--- config.mk ---
export PLATFORM = sky130hd
export DESIGN_NAME = varint_zigzag_codec_flat
export DESIGN_NICKNAME = d
export VERILOG_FILES = /design/src/sv/vzc_pkg.sv /design/src/sv/vzc_if.sv /design/src/sv/vzc_front.sv /design/src/sv/vzc_queue.sv /design/src/sv/vzc_back.sv /design/src/sv/varint_zigzag_codec.sv /design/src/flat_wrapper.sv
export SDC_FILE = /design/constraint.sdc
export NUM_CORES = 1
export LEC_CHECK = 0
export ABC_AREA = 1
export ABC_CLOCK_PERIOD_IN_PS = 14300
export BUFFER_PORTS_ARGS = -buffer_cell sky130_fd_sc_hd__buf_2
export CORE_ASPECT_RATIO = 0.6
export CORE_MARGIN = 2
export CORE_UTILIZATION = 35
export DETAILED_ROUTE_END_ITERATION = 12
export PLACE_DENSITY_LB_ADDON = 0.15
export REMOVE_ABC_BUFFERS = 1
export SETUP_SLACK_MARGIN = 0.4
export SKIP_LAST_GASP = 1
export SLEW_MARGIN = 25
export SYNTH_ARGS = -nofsm -noshare
export SYNTH_HDL_FRONTEND = slang
export SYNTH_SLANG_ARGS = --single-unit
--- constraint.sdc ---
create_clock -name i_clk -period 14.3 [get_ports i_clk]
set_input_delay 0.715 -clock i_clk [delete_from_list [all_inputs] [get_ports i_clk]]
set_output_delay 0.715 -clock i_clk [all_outputs]
set_load 0.01 [all_outputs]
--- src/sv/vzc_pkg.sv ---
// Varint / zigzag codec: shared types and constants.
// Holds operation and result codes, register indexes and the command
// passed from the front end to the back end. Depends on nothing.
package vzc_pkg;

    // Input operation codes
    localparam logic [1:0] OP_ENCODE = 2'd0;
    localparam logic [1:0] OP_DECODE = 2'd1;
    localparam logic [1:0] OP_END    = 2'd2;

    // Result kind codes
    localparam logic [1:0] KIND_BYTE      = 2'd0;
    localparam logic [1:0] KIND_VALUE     = 2'd1;
    localparam logic [1:0] KIND_OVERLONG  = 2'd2;
    localparam logic [1:0] KIND_TRUNCATED = 2'd3;

    // Configuration register indexes
    localparam logic CFG_WIDE_MODE = 1'b0;
    localparam logic CFG_ZIGZAG    = 1'b1;

    // Byte limits of the two modes
    localparam logic [3:0] LIMIT_NARROW = 4'd5;
    localparam logic [3:0] LIMIT_WIDE   = 4'd10;

    typedef struct packed {
        logic wide_mode;
        logic zigzag_enable;
    } t_cfg;

    // One queued command: an encode run or a single finished result
    typedef struct packed {
        logic        is_enc;
        logic [1:0]  kind;
        logic [63:0] value;
        logic [3:0]  count;
    } t_cmd;

endpackage

--- src/sv/vzc_if.sv ---
// Varint / zigzag codec: valid/ready channel interfaces.
// vzc_in_if carries input items, vzc_out_if carries result items.
// No dependencies.
interface vzc_in_if;
    logic        valid;
    logic        ready;
    logic [1:0]  operation;
    logic [63:0] value_in;
    logic [7:0]  byte_in;

    modport source (output valid, operation, value_in, byte_in, input ready);
    modport sink   (input valid, operation, value_in, byte_in, output ready);
endinterface

interface vzc_out_if;
    logic        valid;
    logic        ready;
    logic [1:0]  kind;
    logic [7:0]  byte_out;
    logic [63:0] value_out;
    logic [3:0]  byte_count;
    logic        last;

    modport source (output valid, kind, byte_out, value_out, byte_count, last,
                    input ready);
    modport sink   (input valid, kind, byte_out, value_out, byte_count, last,
                    output ready);
endinterface

--- src/sv/vzc_front.sv ---
// Varint / zigzag codec front end: accepts items, keeps the decode state,
// applies zigzag mapping and queues one command per item that yields results.
// Depends on vzc_pkg and vzc_in_if.
module vzc_front import vzc_pkg::*; (
    input  logic       i_clk,
    input  logic       i_rst_n,
    input  t_cfg       i_cfg,
    input  logic       i_full,
    vzc_in_if.sink     i_in,
    output logic       o_push,
    output t_cmd       o_cmd
);

    logic [63:0] r_acc, n_acc;
    logic [3:0]  r_seen, n_seen;

    logic        accept;
    logic [6:0]  shift_amt;
    logic [63:0] byte_bits;
    logic [63:0] acc_new;
    logic [3:0]  seen_new;
    logic [3:0]  limit;
    logic [31:0] enc32, dec32;
    logic [63:0] enc_val, dec_val;

    assign i_in.ready = !i_full;
    assign accept     = i_in.valid && !i_full;

    // Map the value to encode and the value just decoded
    always_comb begin
        limit = i_cfg.wide_mode ? LIMIT_WIDE : LIMIT_NARROW;

        enc32 = i_in.value_in[31:0];
        if (i_cfg.zigzag_enable) begin
            enc32 = {enc32[30:0], 1'b0} ^ {32{enc32[31]}};
        end
        if (i_cfg.wide_mode) begin
            enc_val = i_in.value_in;
            if (i_cfg.zigzag_enable) begin
                enc_val = {i_in.value_in[62:0], 1'b0} ^ {64{i_in.value_in[63]}};
            end
        end else begin
            enc_val = {32'b0, enc32};
        end

        shift_amt = 7'(r_seen) * 7'd7;
        byte_bits = {57'b0, i_in.byte_in[6:0]} << shift_amt[5:0];
        acc_new   = r_acc | ((shift_amt < 7'd64) ? byte_bits : 64'b0);
        seen_new  = r_seen + 4'd1;

        dec32 = acc_new[31:0];
        if (i_cfg.zigzag_enable) begin
            dec32 = {1'b0, dec32[31:1]} ^ {32{dec32[0]}};
        end
        if (i_cfg.wide_mode) begin
            dec_val = acc_new;
            if (i_cfg.zigzag_enable) begin
                dec_val = {1'b0, acc_new[63:1]} ^ {64{acc_new[0]}};
            end
        end else if (i_cfg.zigzag_enable) begin
            dec_val = {{32{dec32[31]}}, dec32};
        end else begin
            dec_val = {32'b0, dec32};
        end
    end

    // Classify the item and build its command
    always_comb begin
        n_acc  = r_acc;
        n_seen = r_seen;
        o_push = 1'b0;
        o_cmd  = '0;
        if (accept) begin
            unique case (i_in.operation)
                OP_ENCODE: begin
                    o_push       = 1'b1;
                    o_cmd.is_enc = 1'b1;
                    o_cmd.kind   = KIND_BYTE;
                    o_cmd.value  = enc_val;
                end
                OP_DECODE: begin
                    if (!i_in.byte_in[7]) begin
                        o_push      = 1'b1;
                        o_cmd.kind  = KIND_VALUE;
                        o_cmd.value = dec_val;
                        o_cmd.count = seen_new;
                        n_acc       = '0;
                        n_seen      = '0;
                    end else if (seen_new >= limit) begin
                        o_push      = 1'b1;
                        o_cmd.kind  = KIND_OVERLONG;
                        o_cmd.count = limit;
                        n_acc       = '0;
                        n_seen      = '0;
                    end else begin
                        n_acc  = acc_new;
                        n_seen = seen_new;
                    end
                end
                OP_END: begin
                    if (r_seen != 4'd0) begin
                        o_push      = 1'b1;
                        o_cmd.kind  = KIND_TRUNCATED;
                        o_cmd.count = r_seen;
                        n_acc       = '0;
                        n_seen      = '0;
                    end
                end
                default: ;
            endcase
        end
    end

    // Hold the decode state between bytes
    always_ff @(posedge i_clk) begin
        if (!i_rst_n) begin
            r_acc  <= '0;
            r_seen <= '0;
        end else begin
            r_acc  <= n_acc;
            r_seen <= n_seen;
        end
    end

endmodule

--- src/sv/vzc_queue.sv ---
// Varint / zigzag codec command queue between front and back end.
// A small circular buffer of t_cmd entries. Depends on vzc_pkg.
module vzc_queue import vzc_pkg::*; #(
    parameter int DEPTH = 4
) (
    input  logic i_clk,
    input  logic i_rst_n,
    input  logic i_push,
    input  t_cmd i_cmd,
    input  logic i_pop,
    output logic o_full,
    output logic o_empty,
    output t_cmd o_cmd
);

    localparam int PTR_W = $clog2(DEPTH);
    localparam int CNT_W = $clog2(DEPTH + 1);

    t_cmd             r_mem [DEPTH];
    logic [PTR_W-1:0] r_wr, r_rd;
    logic [CNT_W-1:0] r_cnt;

    assign o_full  = (r_cnt == CNT_W'(DEPTH));
    assign o_empty = (r_cnt == '0);
    assign o_cmd   = r_mem[r_rd];

    // Advance pointers and count
    always_ff @(posedge i_clk) begin
        if (!i_rst_n) begin
            r_wr  <= '0;
            r_rd  <= '0;
            r_cnt <= '0;
        end else begin
            if (i_push) begin
                r_wr <= (r_wr == PTR_W'(DEPTH - 1)) ? '0 : r_wr + 1'b1;
            end
            if (i_pop) begin
                r_rd <= (r_rd == PTR_W'(DEPTH - 1)) ? '0 : r_rd + 1'b1;
            end
            if (i_push && !i_pop) begin
                r_cnt <= r_cnt + 1'b1;
            end else if (i_pop && !i_push) begin
                r_cnt <= r_cnt - 1'b1;
            end
        end
    end

    // Store the entry
    always_ff @(posedge i_clk) begin
        if (i_push) begin
            r_mem[r_wr] <= i_cmd;
        end
    end

endmodule

--- src/sv/vzc_back.sv ---
// Varint / zigzag codec back end: carries out queued commands, emitting
// encoded bytes one per cycle while the output is taken, or a single
// result, through an output register. Depends on vzc_pkg and vzc_out_if.
module vzc_back import vzc_pkg::*; (
    input  logic       i_clk,
    input  logic       i_rst_n,
    input  logic       i_empty,
    input  t_cmd       i_cmd,
    output logic       o_pop,
    vzc_out_if.source  o_out
);

    logic        r_ov;
    logic        r_busy;
    logic [63:0] r_t;
    logic [3:0]  r_idx;
    logic [1:0]  r_kind;
    logic [7:0]  r_byte;
    logic [63:0] r_value;
    logic [3:0]  r_count;
    logic        r_last;

    logic        out_free;
    logic        do_enc;
    logic [63:0] src;
    logic [56:0] rest;
    logic [3:0]  idx;

    // Pick the next byte source: the running encode or a fresh command
    always_comb begin
        out_free = !r_ov || o_out.ready;
        o_pop    = out_free && !r_busy && !i_empty;
        do_enc   = r_busy || i_cmd.is_enc;
        src      = r_busy ? r_t : i_cmd.value;
        rest     = src[63:7];
        idx      = r_busy ? r_idx : 4'd0;
    end

    // Control: output valid and encode run in progress
    always_ff @(posedge i_clk) begin
        if (!i_rst_n) begin
            r_ov   <= 1'b0;
            r_busy <= 1'b0;
        end else if (out_free) begin
            if (r_busy || !i_empty) begin
                r_ov   <= 1'b1;
                r_busy <= do_enc && (rest != 57'b0);
            end else begin
                r_ov <= 1'b0;
            end
        end
    end

    // Payload: load the output register and the remaining encode bits
    always_ff @(posedge i_clk) begin
        if (out_free && (r_busy || !i_empty)) begin
            if (do_enc) begin
                r_kind  <= KIND_BYTE;
                r_byte  <= {rest != 57'b0, src[6:0]};
                r_value <= '0;
                r_count <= idx;
                r_last  <= (rest == 57'b0);
                r_t     <= {7'b0, rest};
                r_idx   <= idx + 4'd1;
            end else begin
                r_kind  <= i_cmd.kind;
                r_byte  <= '0;
                r_value <= i_cmd.value;
                r_count <= i_cmd.count;
                r_last  <= 1'b1;
            end
        end
    end

    assign o_out.valid      = r_ov;
    assign o_out.kind       = r_kind;
    assign o_out.byte_out   = r_byte;
    assign o_out.value_out  = r_value;
    assign o_out.byte_count = r_count;
    assign o_out.last       = r_last;

    // A run in progress is past its first byte and within ten bytes
    a_run_index: assert property (@(posedge i_clk) disable iff (!i_rst_n)
        r_busy |-> (r_idx != 4'd0) && (r_idx <= 4'd9))
        else $error("encode run index out of range");

    // No command is taken while a run is still emitting
    a_pop_idle: assert property (@(posedge i_clk) disable iff (!i_rst_n)
        o_pop |-> !r_busy && !i_empty)
        else $error("command popped during run or from empty queue");

    // Only encoded bytes may be non-final
    a_single_last: assert property (@(posedge i_clk) disable iff (!i_rst_n)
        (r_ov && (r_kind != KIND_BYTE)) |-> r_last)
        else $error("single result without last");

    // Continuation flag agrees with last on encoded bytes
    a_cont_flag: assert property (@(posedge i_clk) disable iff (!i_rst_n)
        (r_ov && (r_kind == KIND_BYTE)) |-> (r_last == !r_byte[7]))
        else $error("continuation bit disagrees with last");

endmodule

--- src/sv/varint_zigzag_codec.sv ---
// Varint / zigzag codec top level: configuration registers, front end,
// command queue and back end. Depends on vzc_pkg, vzc_if, vzc_front,
// vzc_queue and vzc_back.
//
// Usage:
//   Input items arrive on i_in (valid/ready): encode a value, decode one
//   byte, or mark the end of the data. Results leave on o_out (valid/ready).
//   Registers wide_mode (index 0) and zigzag_enable (index 1) are written
//   through i_cfg_we / i_cfg_index / i_cfg_data while the block is idle.
//   The front end takes one item per cycle while the command queue has room
//   and keeps the decode state; the back end emits one result per cycle
//   while the receiver is ready. An accepted item's command passes through
//   the queue to the output register. A decode or end item gives at most
//   one result; an encode item gives 1 to 5 bytes (narrow) or 1 to 10 bytes
//   (wide), one per cycle, so sustained encode throughput is set by the
//   byte count of the back end's run; decode runs at one byte per cycle.
//   When the receiver stalls, the output register holds its result, the
//   queue of QUEUE_DEPTH commands fills and then i_in.ready falls.
//   Synchronous reset clears the registers, decode state, queue and output.
module varint_zigzag_codec import vzc_pkg::*; #(
    parameter int QUEUE_DEPTH = 4
) (
    input  logic       i_clk,
    input  logic       i_rst_n,
    input  logic       i_cfg_we,
    input  logic       i_cfg_index,
    input  logic       i_cfg_data,
    vzc_in_if.sink     i_in,
    vzc_out_if.source  o_out
);

    t_cfg r_cfg;
    logic push, pop, full, empty;
    t_cmd push_cmd, head_cmd;

    // Write configuration registers
    always_ff @(posedge i_clk) begin
        if (!i_rst_n) begin
            r_cfg <= '0;
        end else if (i_cfg_we) begin
            unique case (i_cfg_index)
                CFG_WIDE_MODE: r_cfg.wide_mode     <= i_cfg_data;
                CFG_ZIGZAG:    r_cfg.zigzag_enable <= i_cfg_data;
                default: ;
            endcase
        end
    end

    vzc_front u_front (
        .i_clk   (i_clk),
        .i_rst_n (i_rst_n),
        .i_cfg   (r_cfg),
        .i_full  (full),
        .i_in    (i_in),
        .o_push  (push),
        .o_cmd   (push_cmd)
    );

    vzc_queue #(
        .DEPTH (QUEUE_DEPTH)
    ) u_queue (
        .i_clk   (i_clk),
        .i_rst_n (i_rst_n),
        .i_push  (push),
        .i_cmd   (push_cmd),
        .i_pop   (pop),
        .o_full  (full),
        .o_empty (empty),
        .o_cmd   (head_cmd)
    );

    vzc_back u_back (
        .i_clk   (i_clk),
        .i_rst_n (i_rst_n),
        .i_empty (empty),
        .i_cmd   (head_cmd),
        .o_pop   (pop),
        .o_out   (o_out)
    );

endmodule
--- src/flat_wrapper.sv ---
// flat-port wrapper written by rule: the top's interface ports become plain ports
module varint_zigzag_codec_flat import vzc_pkg::*;
#(
    parameter int QUEUE_DEPTH = 4
)
  (i_clk, i_rst_n, i_cfg_we, i_cfg_index, i_cfg_data, i_in_valid, i_in_operation, i_in_value_in, i_in_byte_in, i_in_ready, o_out_valid, o_out_kind, o_out_byte_out, o_out_value_out, o_out_byte_count, o_out_last, o_out_ready);
  vzc_in_if i_in_i ();
  vzc_out_if o_out_i ();
  input  logic i_clk;
  input  logic i_rst_n;
  input  logic i_cfg_we;
  input  logic i_cfg_index;
  input  logic i_cfg_data;
  input wire logic [$bits(i_in_i.valid)-1:0] i_in_valid;
  input wire logic [$bits(i_in_i.operation)-1:0] i_in_operation;
  input wire logic [$bits(i_in_i.value_in)-1:0] i_in_value_in;
  input wire logic [$bits(i_in_i.byte_in)-1:0] i_in_byte_in;
  output wire logic [$bits(i_in_i.ready)-1:0] i_in_ready;
  output wire logic [$bits(o_out_i.valid)-1:0] o_out_valid;
  output wire logic [$bits(o_out_i.kind)-1:0] o_out_kind;
  output wire logic [$bits(o_out_i.byte_out)-1:0] o_out_byte_out;
  output wire logic [$bits(o_out_i.value_out)-1:0] o_out_value_out;
  output wire logic [$bits(o_out_i.byte_count)-1:0] o_out_byte_count;
  output wire logic [$bits(o_out_i.last)-1:0] o_out_last;
  input wire logic [$bits(o_out_i.ready)-1:0] o_out_ready;
  assign i_in_i.valid = i_in_valid;
  assign i_in_i.operation = i_in_operation;
  assign i_in_i.value_in = i_in_value_in;
  assign i_in_i.byte_in = i_in_byte_in;
  assign i_in_ready = i_in_i.ready;
  assign o_out_valid = o_out_i.valid;
  assign o_out_kind = o_out_i.kind;
  assign o_out_byte_out = o_out_i.byte_out;
  assign o_out_value_out = o_out_i.value_out;
  assign o_out_byte_count = o_out_i.byte_count;
  assign o_out_last = o_out_i.last;
  assign o_out_i.ready = o_out_ready;
  varint_zigzag_codec #(.QUEUE_DEPTH(QUEUE_DEPTH)) u_core (.i_clk(i_clk), .i_rst_n(i_rst_n), .i_cfg_we(i_cfg_we), .i_cfg_index(i_cfg_index), .i_cfg_data(i_cfg_data), .i_in(i_in_i), .o_out(o_out_i));
endmodule
==> results.txt, run 1 <==
----------------------------------------------------
[Synthesis]
  Xor-xnor portion of the synthesized cell area ... 0.0244
  Most instantiated library cell after synthesis ... sky130_fd_sc_hd__nand2_1
  Register area share after synthesis ... 0.580
  Top cells by area in the synthesized netlist ... sky130_fd_sc_hd__edfxtp_1 (51%), sky130_fd_sc_hd__nand2_1 (12%), sky130_fd_sc_hd__dfxtp_1 (6.6%)
  Most frequently used flop master after synthesis ... sky130_fd_sc_hd__edfxtp_1
  Fraction of the mapped netlist area in simple logic gates ... 0.239
  Number of synthesized register bits ... 505
  Mean post-synth cell area ... 9.07 um2
  Instance count of the mapped netlist ... 2729
  Synth top cells by count ... sky130_fd_sc_hd__nand2_1 (771), sky130_fd_sc_hd__edfxtp_1 (424), sky130_fd_sc_hd__nand3_1 (320), sky130_fd_sc_hd__nor2_1 (249), sky130_fd_sc_hd__a21oi_1 (211)
  Adder-Cell Fraction of Synth Area ... 0.0162
  Async S/R FF share, synth ... 0
  Number of distinct library cell variants in the gate-level netlist after synthesis ... 45
  Share of synthesized area spent on multiplexers ... 0
  Number of enable-type register cells in the synthesized netlist ... 424
  Library cell occupying the most area in the post-synthesis netlist ... sky130_fd_sc_hd__edfxtp_1
  Netlist area before placement ... 24700 um2
  Number of warning messages in the yosys log ... 0
  Share of the synthesized area in the top cell type ... 0.515
  Post-synthesis compound-gate area fraction ... 0.0873
  Combinational family with the most area after synthesis ... simple AND/OR/NAND/NOR gates

[Global route]
  Via count of the first global-routing pass ... 18800
  Largest net degree at the start of global routing ... 91
  Total routing usage reported by global routing ... 0.215
  Global route total overflow ... 0
  Wire length of the first global-routing pass ... 118000 um
  Initial antenna violation count ... 0

[Worst setup path]
  Worst-path cell with the longest stage delay ... sky130_fd_sc_hd__fa_1
  Crit path max-delay family ... adder cells
  R2R Path Start ... u_core.u_front.r_seen[0]
  CP Max Fanout ... 45
  Number of buffer and inverter instances along the worst setup path ... 4
  Cell mode on critical path ... sky130_fd_sc_hd__nand2_1
  Startpoint Class ... flop
  Data arrival, critical path ... 5.28 ns
  Endpoint kind of the worst setup timing path ... flop
  Required time at the worst-slack endpoint ... 14.71 ns
  Internal reg-to-reg setup slack ... 9.44 ns
  Reg2Reg Depth ... 15
  Slowest Stage Delay on Critical Path ... 1.02 ns
  Ordered list of cells on the worst path ... fa_1 -> ha_1 -> inv_1 -> fa_1 -> nand2_1 -> nor2_2 -> inv_1 -> o21bai_4 -> buf_4 -> nor2_2 -> inv_2 -> nand3_1 -> nand2_1 -> nand2_1 -> a21oi_1
  Levels on crit path ... 15
  Worst r2r dst ... u_core.u_queue.r_mem[0][51]
  Category of the most critical setup path ... flop to flop

[Timing]
  Final setup violation count ... 0
  Final Hold Fails ... 0
  Worst slew margin relative to its limit ... 0.342
  Aggregate negative setup slack ... 0 ns
  Final Hold Slack ... 0.390 ns
  Crit share post-route ... 0.340
  Tightest Pin Transition ... 0.987 ns
  Post-layout worst setup margin ... 9.44 ns
  Final min period ... 4.86 ns
  Number of max-slew violations in the final report ... 0
  Max Fclk ... 206 MHz
  RSZ-0062 raised after global routing ... no
  Setup clock skew after layout ... 0.0222 ns

[Worst hold path]
  Hold Crit Class ... primary input to flop
  Worst Hold Path EP ... u_core.u_back.o_out.valid
  HP Start ... o_out_ready
  Min-Delay Path Depth ... 4

[Clocking]
  Number of clock sinks seen by CTS ... 505
  Register clock-pin slew on the reported worst setup and hold paths ... 0.07 ns
  CTS resizes ... 0
  Clock tree from TritonCTS ... yes
  Htree depth ... 2
  Clk_lat worst skew ... 0.63 ns
  Maximum count of clock buffers along a single path ... 3
  Total of hold buffers inserted after clock tree synthesis ... 0
  Clock root cell ... sky130_fd_sc_hd__clkbuf_16
  Number of buffers added by the clock tree synthesis step ... 51
  Setup fix buffers added after clock tree synthesis ... 0

[Floorplanning]
  I/O pin total ... 162
  Width of the die ... 347 um
  Vertical extent of the die ... 210 um
  Area of the die ... 72900 um2
  Total core area ... 69900 um2
  Standard-cell row count ... 75
  Initial cell density of the core ... 0.354

[Power and ir drop]
  Leakage power ... 10.7 nW
  Power density cells ... 171 nW/um2
  Largest voltage drop on the vdd net ... 0.0867 mV

[Place]
  HPWL after detailed placement ... 50900 um
  Count of port buffers added during placement ... 161
  Final RePlAce weighted congestion ... 0.880
  Worst setup timing slack at the placement stage ... 9.58 ns

[Route]
  Post-detailed-route count of antenna-violating nets ... 0
  Detailed-route wire length per cell ... 20.9 um
  Final wirelength ... 79000 um
  Count of routing violations after the opening detailed-route iteration ... 1726
  Number of remaining DRC errors ... 0
  Total number of vias ... 19600
  Via/cell ratio ... 5.20
  Detailed Routing Iterations Pass 1 ... 6

[Run]
  Max-cap violation count ... 0

[Outcome]
  Outcome ... completed

[Cells and area]
  Layout cells sized above 1 ... 0.112
  Final Net Count ... 2920
  P&R area growth vs syn ... 13.0%

----------------------------------------------------
## cells by family (layout without fill, tap and decap cells)
group                      after synthesis  after routing
buffers and inverters                  330            451
adders and majority gates               29             29
AOI/OAI and AO/OA                      383            383
and+or+nand+nor                       1414           1414
other                                    0              1
DFF                                    505            505
xor gates and xnor gates                68             68
## cell usage in the layout (no fill, tap or decap), types with 10 or more instances in the layout
| cell type | Yosys | layout |
|---|---|---|
| sky130_fd_sc_hd__nor3_1 | 30 | 30 |
| sky130_fd_sc_hd__xor2_1 | 36 | 36 |
| sky130_fd_sc_hd__clkinv_1 | 2 | 14 |
| sky130_fd_sc_hd__dfxtp_1 | 81 | 77 |
| sky130_fd_sc_hd__nand2_1 | 771 | 770 |
| sky130_fd_sc_hd__buf_4 | 11 | 39 |
| sky130_fd_sc_hd__inv_1 | 145 | 143 |
| sky130_fd_sc_hd__nor2_1 | 249 | 242 |
| sky130_fd_sc_hd__clkbuf_16 | 0 | 51 |
| sky130_fd_sc_hd__nand3_1 | 320 | 320 |
| sky130_fd_sc_hd__nand4_1 | 12 | 12 |
| sky130_fd_sc_hd__o21ai_0 | 85 | 85 |
| sky130_fd_sc_hd__o211ai_1 | 42 | 42 |
| sky130_fd_sc_hd__xnor2_1 | 31 | 31 |
| sky130_fd_sc_hd__clkbuf_1 | 108 | 12 |
| sky130_fd_sc_hd__ha_1 | 24 | 24 |
| sky130_fd_sc_hd__edfxtp_1 | 424 | 424 |
| sky130_fd_sc_hd__inv_2 | 10 | 10 |
| sky130_fd_sc_hd__buf_2 | 30 | 161 |
| sky130_fd_sc_hd__nor3b_1 | 10 | 10 |
| sky130_fd_sc_hd__a21oi_1 | 211 | 211 |
## metrics by stage
stage / power, mW / util / instance area [um2] / std cells
6_report: 4.79 / 0.400 / 28000 / 3775
5_1_grt: 5.05 / 0.400 / 28000 / 3774
4_1_cts: 4.84 / 0.400 / 28000 / 3774
3_5_place_dp: 3.50 / 0.377 / 26400 / 3681
3_3_place_gp: 3.48 / 0.377 / 26400 / 3681
2_1_floorplan: 2.88 / - / 24000 / 2556
## power by group
part	switching, mW	internal [mW]
Sequential	0.0872	1.98
Combinational	1.04	0.349
Clock	0.588	0.745
Total	1.71	3.07
## how the worst max path moves through the flow
stage                                   startpoint                          end  slack [ns]
final                     u_core.u_front.r_seen[0]  u_core.u_queue.r_mem[0][51]        9.44
after global routing      u_core.u_front.r_seen[0]  u_core.u_queue.r_mem[3][43]        9.12
after CTS                 u_core.u_front.r_seen[0]  u_core.u_queue.r_mem[2][39]        9.56
after detailed placement  u_core.u_front.r_seen[0]  u_core.u_queue.r_mem[3][39]        9.58
after global placement    u_core.u_front.r_seen[0]  u_core.u_queue.r_mem[0][51]        9.66
after floorplan                               flop       u_core.u_back.r_idx[0]        7.21
## worst reg2reg max path, stage by stage, from the launching register on
cell and delay (ns):
sky130_fd_sc_hd__dfxtp_1 0.47, sky130_fd_sc_hd__fa_1 0.61, sky130_fd_sc_hd__ha_1 0.17, sky130_fd_sc_hd__inv_1 0.06, sky130_fd_sc_hd__fa_1 1.02, sky130_fd_sc_hd__nand2_1 0.20
sky130_fd_sc_hd__nor2_2 0.21, sky130_fd_sc_hd__inv_1 0.12, sky130_fd_sc_hd__o21bai_4 0.33, sky130_fd_sc_hd__buf_4 0.53, sky130_fd_sc_hd__nor2_2 0.22, sky130_fd_sc_hd__inv_2 0.19
sky130_fd_sc_hd__nand3_1 0.10, sky130_fd_sc_hd__nand2_1 0.07, sky130_fd_sc_hd__nand2_1 0.06, sky130_fd_sc_hd__a21oi_1 0.28
## per-layer routing
| metal | track usage | vias to the layer above | wire length (um) | share of wire |
|---|---|---|---|---|
| met5 | 0.00790 | - | 71 | 0.00090 |
| met4 | 0.0594 | 2 | 1860 | 0.024 |
| met3 | 0.0425 | 104 | 5090 | 0.064 |
| met2 | 0.328 | 564 | 34300 | 0.43 |
| met1 | 0.311 | 9573 | 37600 | 0.48 |
| li1 | - | 9402 | - | - |
## layout make-up
type                       count  area, um2
fill                        6867      41900
sequential                   505      14400
multi-input combinational   1894       9140
clock buffer                  63       1320
tap                          924       1160
timing repair buffer         201       1110
inverter                     157        596
clock inverter                30        278
antenna                        1       2.50
## sequential cells by signal, indices dropped and copies added (netlist names), named ones only
name / count
u_core.u_back.o_out.value_out: 64
u_core.u_back.r_t: 57
u_core.u_back.o_out.byte_out: 8
u_core.u_back.r_idx: 4
u_core.u_back.o_out.last: 1
u_core.u_back.r_busy: 1
u_core.u_front.r_seen: 4
u_core.u_queue.r_wr: 2
u_core.u_back.o_out.kind: 2
u_core.u_front.r_acc: 64
u_core.u_queue.r_mem: 284
u_core.u_queue.r_rd: 2
u_core.r_cfg: 2
u_core.u_back.o_out.valid: 1
u_core.u_queue.r_cnt: 3
u_core.u_back.o_out.byte_count: 4
Note: power is estimated with default switching activity, not from simulation.
==> run 2: changes to the inputs <==
- ABC_CLOCK_PERIOD_IN_PS: 14300 -> 4570
- clock period: 14.3 -> 4.57 ns (I/O delays scaled with it)
==> run 2 against run 1 <==
Net effect: combinational power rose to 3.2 times the previous value; via count up 1.4%; largest power group unchanged; sequential share of layout area down 0.65 points; clock skew decreased by 0.0068 ns; utilization rose by 0.50 points; hold slack lost 0.23 ns; clock power grew to 3.1 times the previous value; highest routed layer is now met4; critical endpoint is now u_core.u_queue.r_mem[3][61]; sequential power rose to 3.1 times the previous value.
==> results.txt, run 2 (synthesis gave the netlist of run 1 again) <==
----------------------------------------------------
[Power and ir drop]
  Leakage power ... 10.8 nW
  Power density cells ... 527 nW/um2
  Largest voltage drop on the vdd net ... 0.421 mV

[Timing]
  Tightest Pin Transition ... 1.01 ns
  Number of max-slew violations in the final report ... 0
  Setup clock skew after layout ... 0.0154 ns
  Max Fclk ... 248 MHz
  Post-layout worst setup margin ... 0.534 ns
  Worst slew margin relative to its limit ... 0.325
  Final setup violation count ... 0
  Crit share post-route ... 0.883
  RSZ-0062 raised after global routing ... yes
  Final min period ... 4.04 ns
  Final Hold Fails ... 0

[Cells and area]
  Count of placed standard cells in the final layout, fillers left out ... 3800
  Layout cells sized above 1 ... 0.120
  Leading cell types in the layout, fill and taps excluded ... sky130_fd_sc_hd__nand2_1 (770), sky130_fd_sc_hd__edfxtp_1 (424), sky130_fd_sc_hd__nand3_1 (320), sky130_fd_sc_hd__nor2_1 (242), sky130_fd_sc_hd__a21oi_1 (209)
  Final Net Count ... 2946
  Number of fill cells in the layout ... 6887
  Post-route cell area ... 28300 um2
  Largest register by flop count ... u_core.u_queue.r_mem
  Most common cell after layout, fill and taps aside ... sky130_fd_sc_hd__nand2_1
  Max FFs per register ... 284
  P&R area growth vs syn ... 14.5%

[Clocking]
  Clock tree from TritonCTS ... yes
  Htree depth ... 2
  Clk_lat worst skew ... 0.62 ns
  Number of buffers added by the clock tree synthesis step ... 51
  Number of clock sinks seen by CTS ... 505
  Maximum count of clock buffers along a single path ... 3
  Register clock-pin slew on the reported worst setup and hold paths ... 0.07 ns
  Clock root cell ... sky130_fd_sc_hd__clkbuf_16

[Worst hold path]
  Min-Delay Path Depth ... 3
  Hold Crit Class ... primary input to flop
  HP Start ... i_in_byte_in[7]
  Worst Hold Path EP ... u_core.u_queue.r_mem[0][69]

[Place]
  HPWL after detailed placement ... 51200 um
  Count of port buffers added during placement ... 161
  Final RePlAce weighted congestion ... 0.880
  Worst setup timing slack at the placement stage ... 0.449 ns
  Placed instance count ... 3699
  Total placed instance area ... 26600 um2

[Worst setup path]
  Data arrival, critical path ... 4.41 ns
  Endpoint kind of the worst setup timing path ... flop
  Startpoint Class ... flop
  Category of the most critical setup path ... flop to flop
  R2R Path Start ... u_core.u_front.r_seen[1]
  Reg2Reg Depth ... 15
  Required time at the worst-slack endpoint ... 4.94 ns
  Worst r2r dst ... u_core.u_queue.r_mem[3][61]
  Internal reg-to-reg setup slack ... 0.53 ns
  CP Max Fanout ... 19

[Floorplanning]
  Total core area ... 69900 um2
  Area of the die ... 72900 um2
  Width of the die ... 347 um
  Initial cell density of the core ... 0.354
  Vertical extent of the die ... 210 um
  Standard-cell row count ... 75
  I/O pin total ... 162

[Route]
  Post-detailed-route count of antenna-violating nets ... 0
  Final wirelength ... 79200 um
  Via/cell ratio ... 5.24
  Number of remaining DRC errors ... 0
  Detailed Routing Iterations Pass 1 ... 7
  Count of routing violations after the opening detailed-route iteration ... 2029
  Detailed-route wire length per cell ... 20.8 um
  Total number of vias ... 19900

[Global route]
  Global route total overflow ... 0
  Total routing usage reported by global routing ... 0.214
  Via count of the first global-routing pass ... 18800
  Largest net degree at the start of global routing ... 125
  Wire length of the first global-routing pass ... 119000 um
  Initial antenna violation count ... 0

[Outcome]
  Outcome ... completed

[Run]
  Max-cap violation count ... 0

----------------------------------------------------
-- run 2: layout make-up --
cell class                 count  area, um2  area share
clock buffer                  76       1470      0.0520
inverter                     157        594      0.0210
antenna                        1       2.50   0.0000884
clock inverter                16        115     0.00406
tap                          924       1160      0.0408
timing repair buffer         227       1460      0.0514
multi-input combinational   1894       9160       0.323
sequential                   505      14400       0.507
-- run 2: report_power, final --
part	internal [mW]	leakage, nW	switching (mW)	total [mW]
sequential	6.18	4.71	0.256	6.44
clock	2.28	0.767	1.82	4.10
combinational	1.17	5.36	3.22	4.39
total	9.63	10.8	5.30	14.9
-- run 2: worst max-delay path by stage --
stage | startpoint | end | slack [ns] | cells after the start
finish | u_core.u_front.r_seen[1] | u_core.u_queue.r_mem[3][61] | 0.53 | 15
CTS | u_core.u_front.r_seen[1] | u_core.u_queue.r_mem[2][66] | 0.42 | 15
detailed placement | u_core.u_front.r_seen[1] | u_core.u_queue.r_mem[0][66] | 0.45 | 15
global placement | u_core.u_front.r_seen[1] | u_core.u_queue.r_mem[1][66] | 0.48 | 15
floorplan | flop | u_core.u_back.r_idx[0] | -2.52 | 6
global route | u_core.u_front.r_seen[1] | u_core.u_queue.r_mem[1][27] | 0.33 | 14
-- run 2: through the flow --
stage               total power, mW   util  hold slack (ns)  TNS [ns]
finish                         14.9  0.405            0.157         0
CTS                            15.1  0.405            0.122         0
global placement               10.9  0.381            0.451         0
detailed placement             11.0  0.381            0.453         0
global route                   15.8  0.405            0.184         0
floorplan                      9.01      -            0.364   -828.75
-- run 2: worst max-delay path: stages, from the launching register on --
cell,delay [ns]
sky130_fd_sc_hd__dfxtp_1,0.42
sky130_fd_sc_hd__fa_1,0.56
sky130_fd_sc_hd__ha_2,0.17
sky130_fd_sc_hd__inv_1,0.05
sky130_fd_sc_hd__fa_1,0.51
sky130_fd_sc_hd__xor2_4,0.36
sky130_fd_sc_hd__inv_2,0.27
sky130_fd_sc_hd__nor2_2,0.24
sky130_fd_sc_hd__nand2_2,0.14
sky130_fd_sc_hd__inv_2,0.15
sky130_fd_sc_hd__nand2_1,0.11
sky130_fd_sc_hd__nand3_1,0.11
sky130_fd_sc_hd__nand3_1,0.06
sky130_fd_sc_hd__nand2_1,0.14
sky130_fd_sc_hd__nand2_1,0.10
sky130_fd_sc_hd__a21oi_1,0.38
-- run 2: layer usage --
layer,share of wire,vias to the layer above,global-route usage,wire [um]
li1,-,9466,-,-
met2,0.43,687,0.323,34100
met4,0.020,0,0.0517,1610
met1,0.49,9684,0.324,38500
met5,0,-,0,0
met3,0.064,92,0.0310,5030
-- run 2: repair_timing --
action                                 in CTS  in global routing
hold buffers                                7                  0
endpoints found under the hold margin      13                  0
gates resized for setup                     0                  4
setup buffers                               0                  1
setup endpoints to repair                   0                114
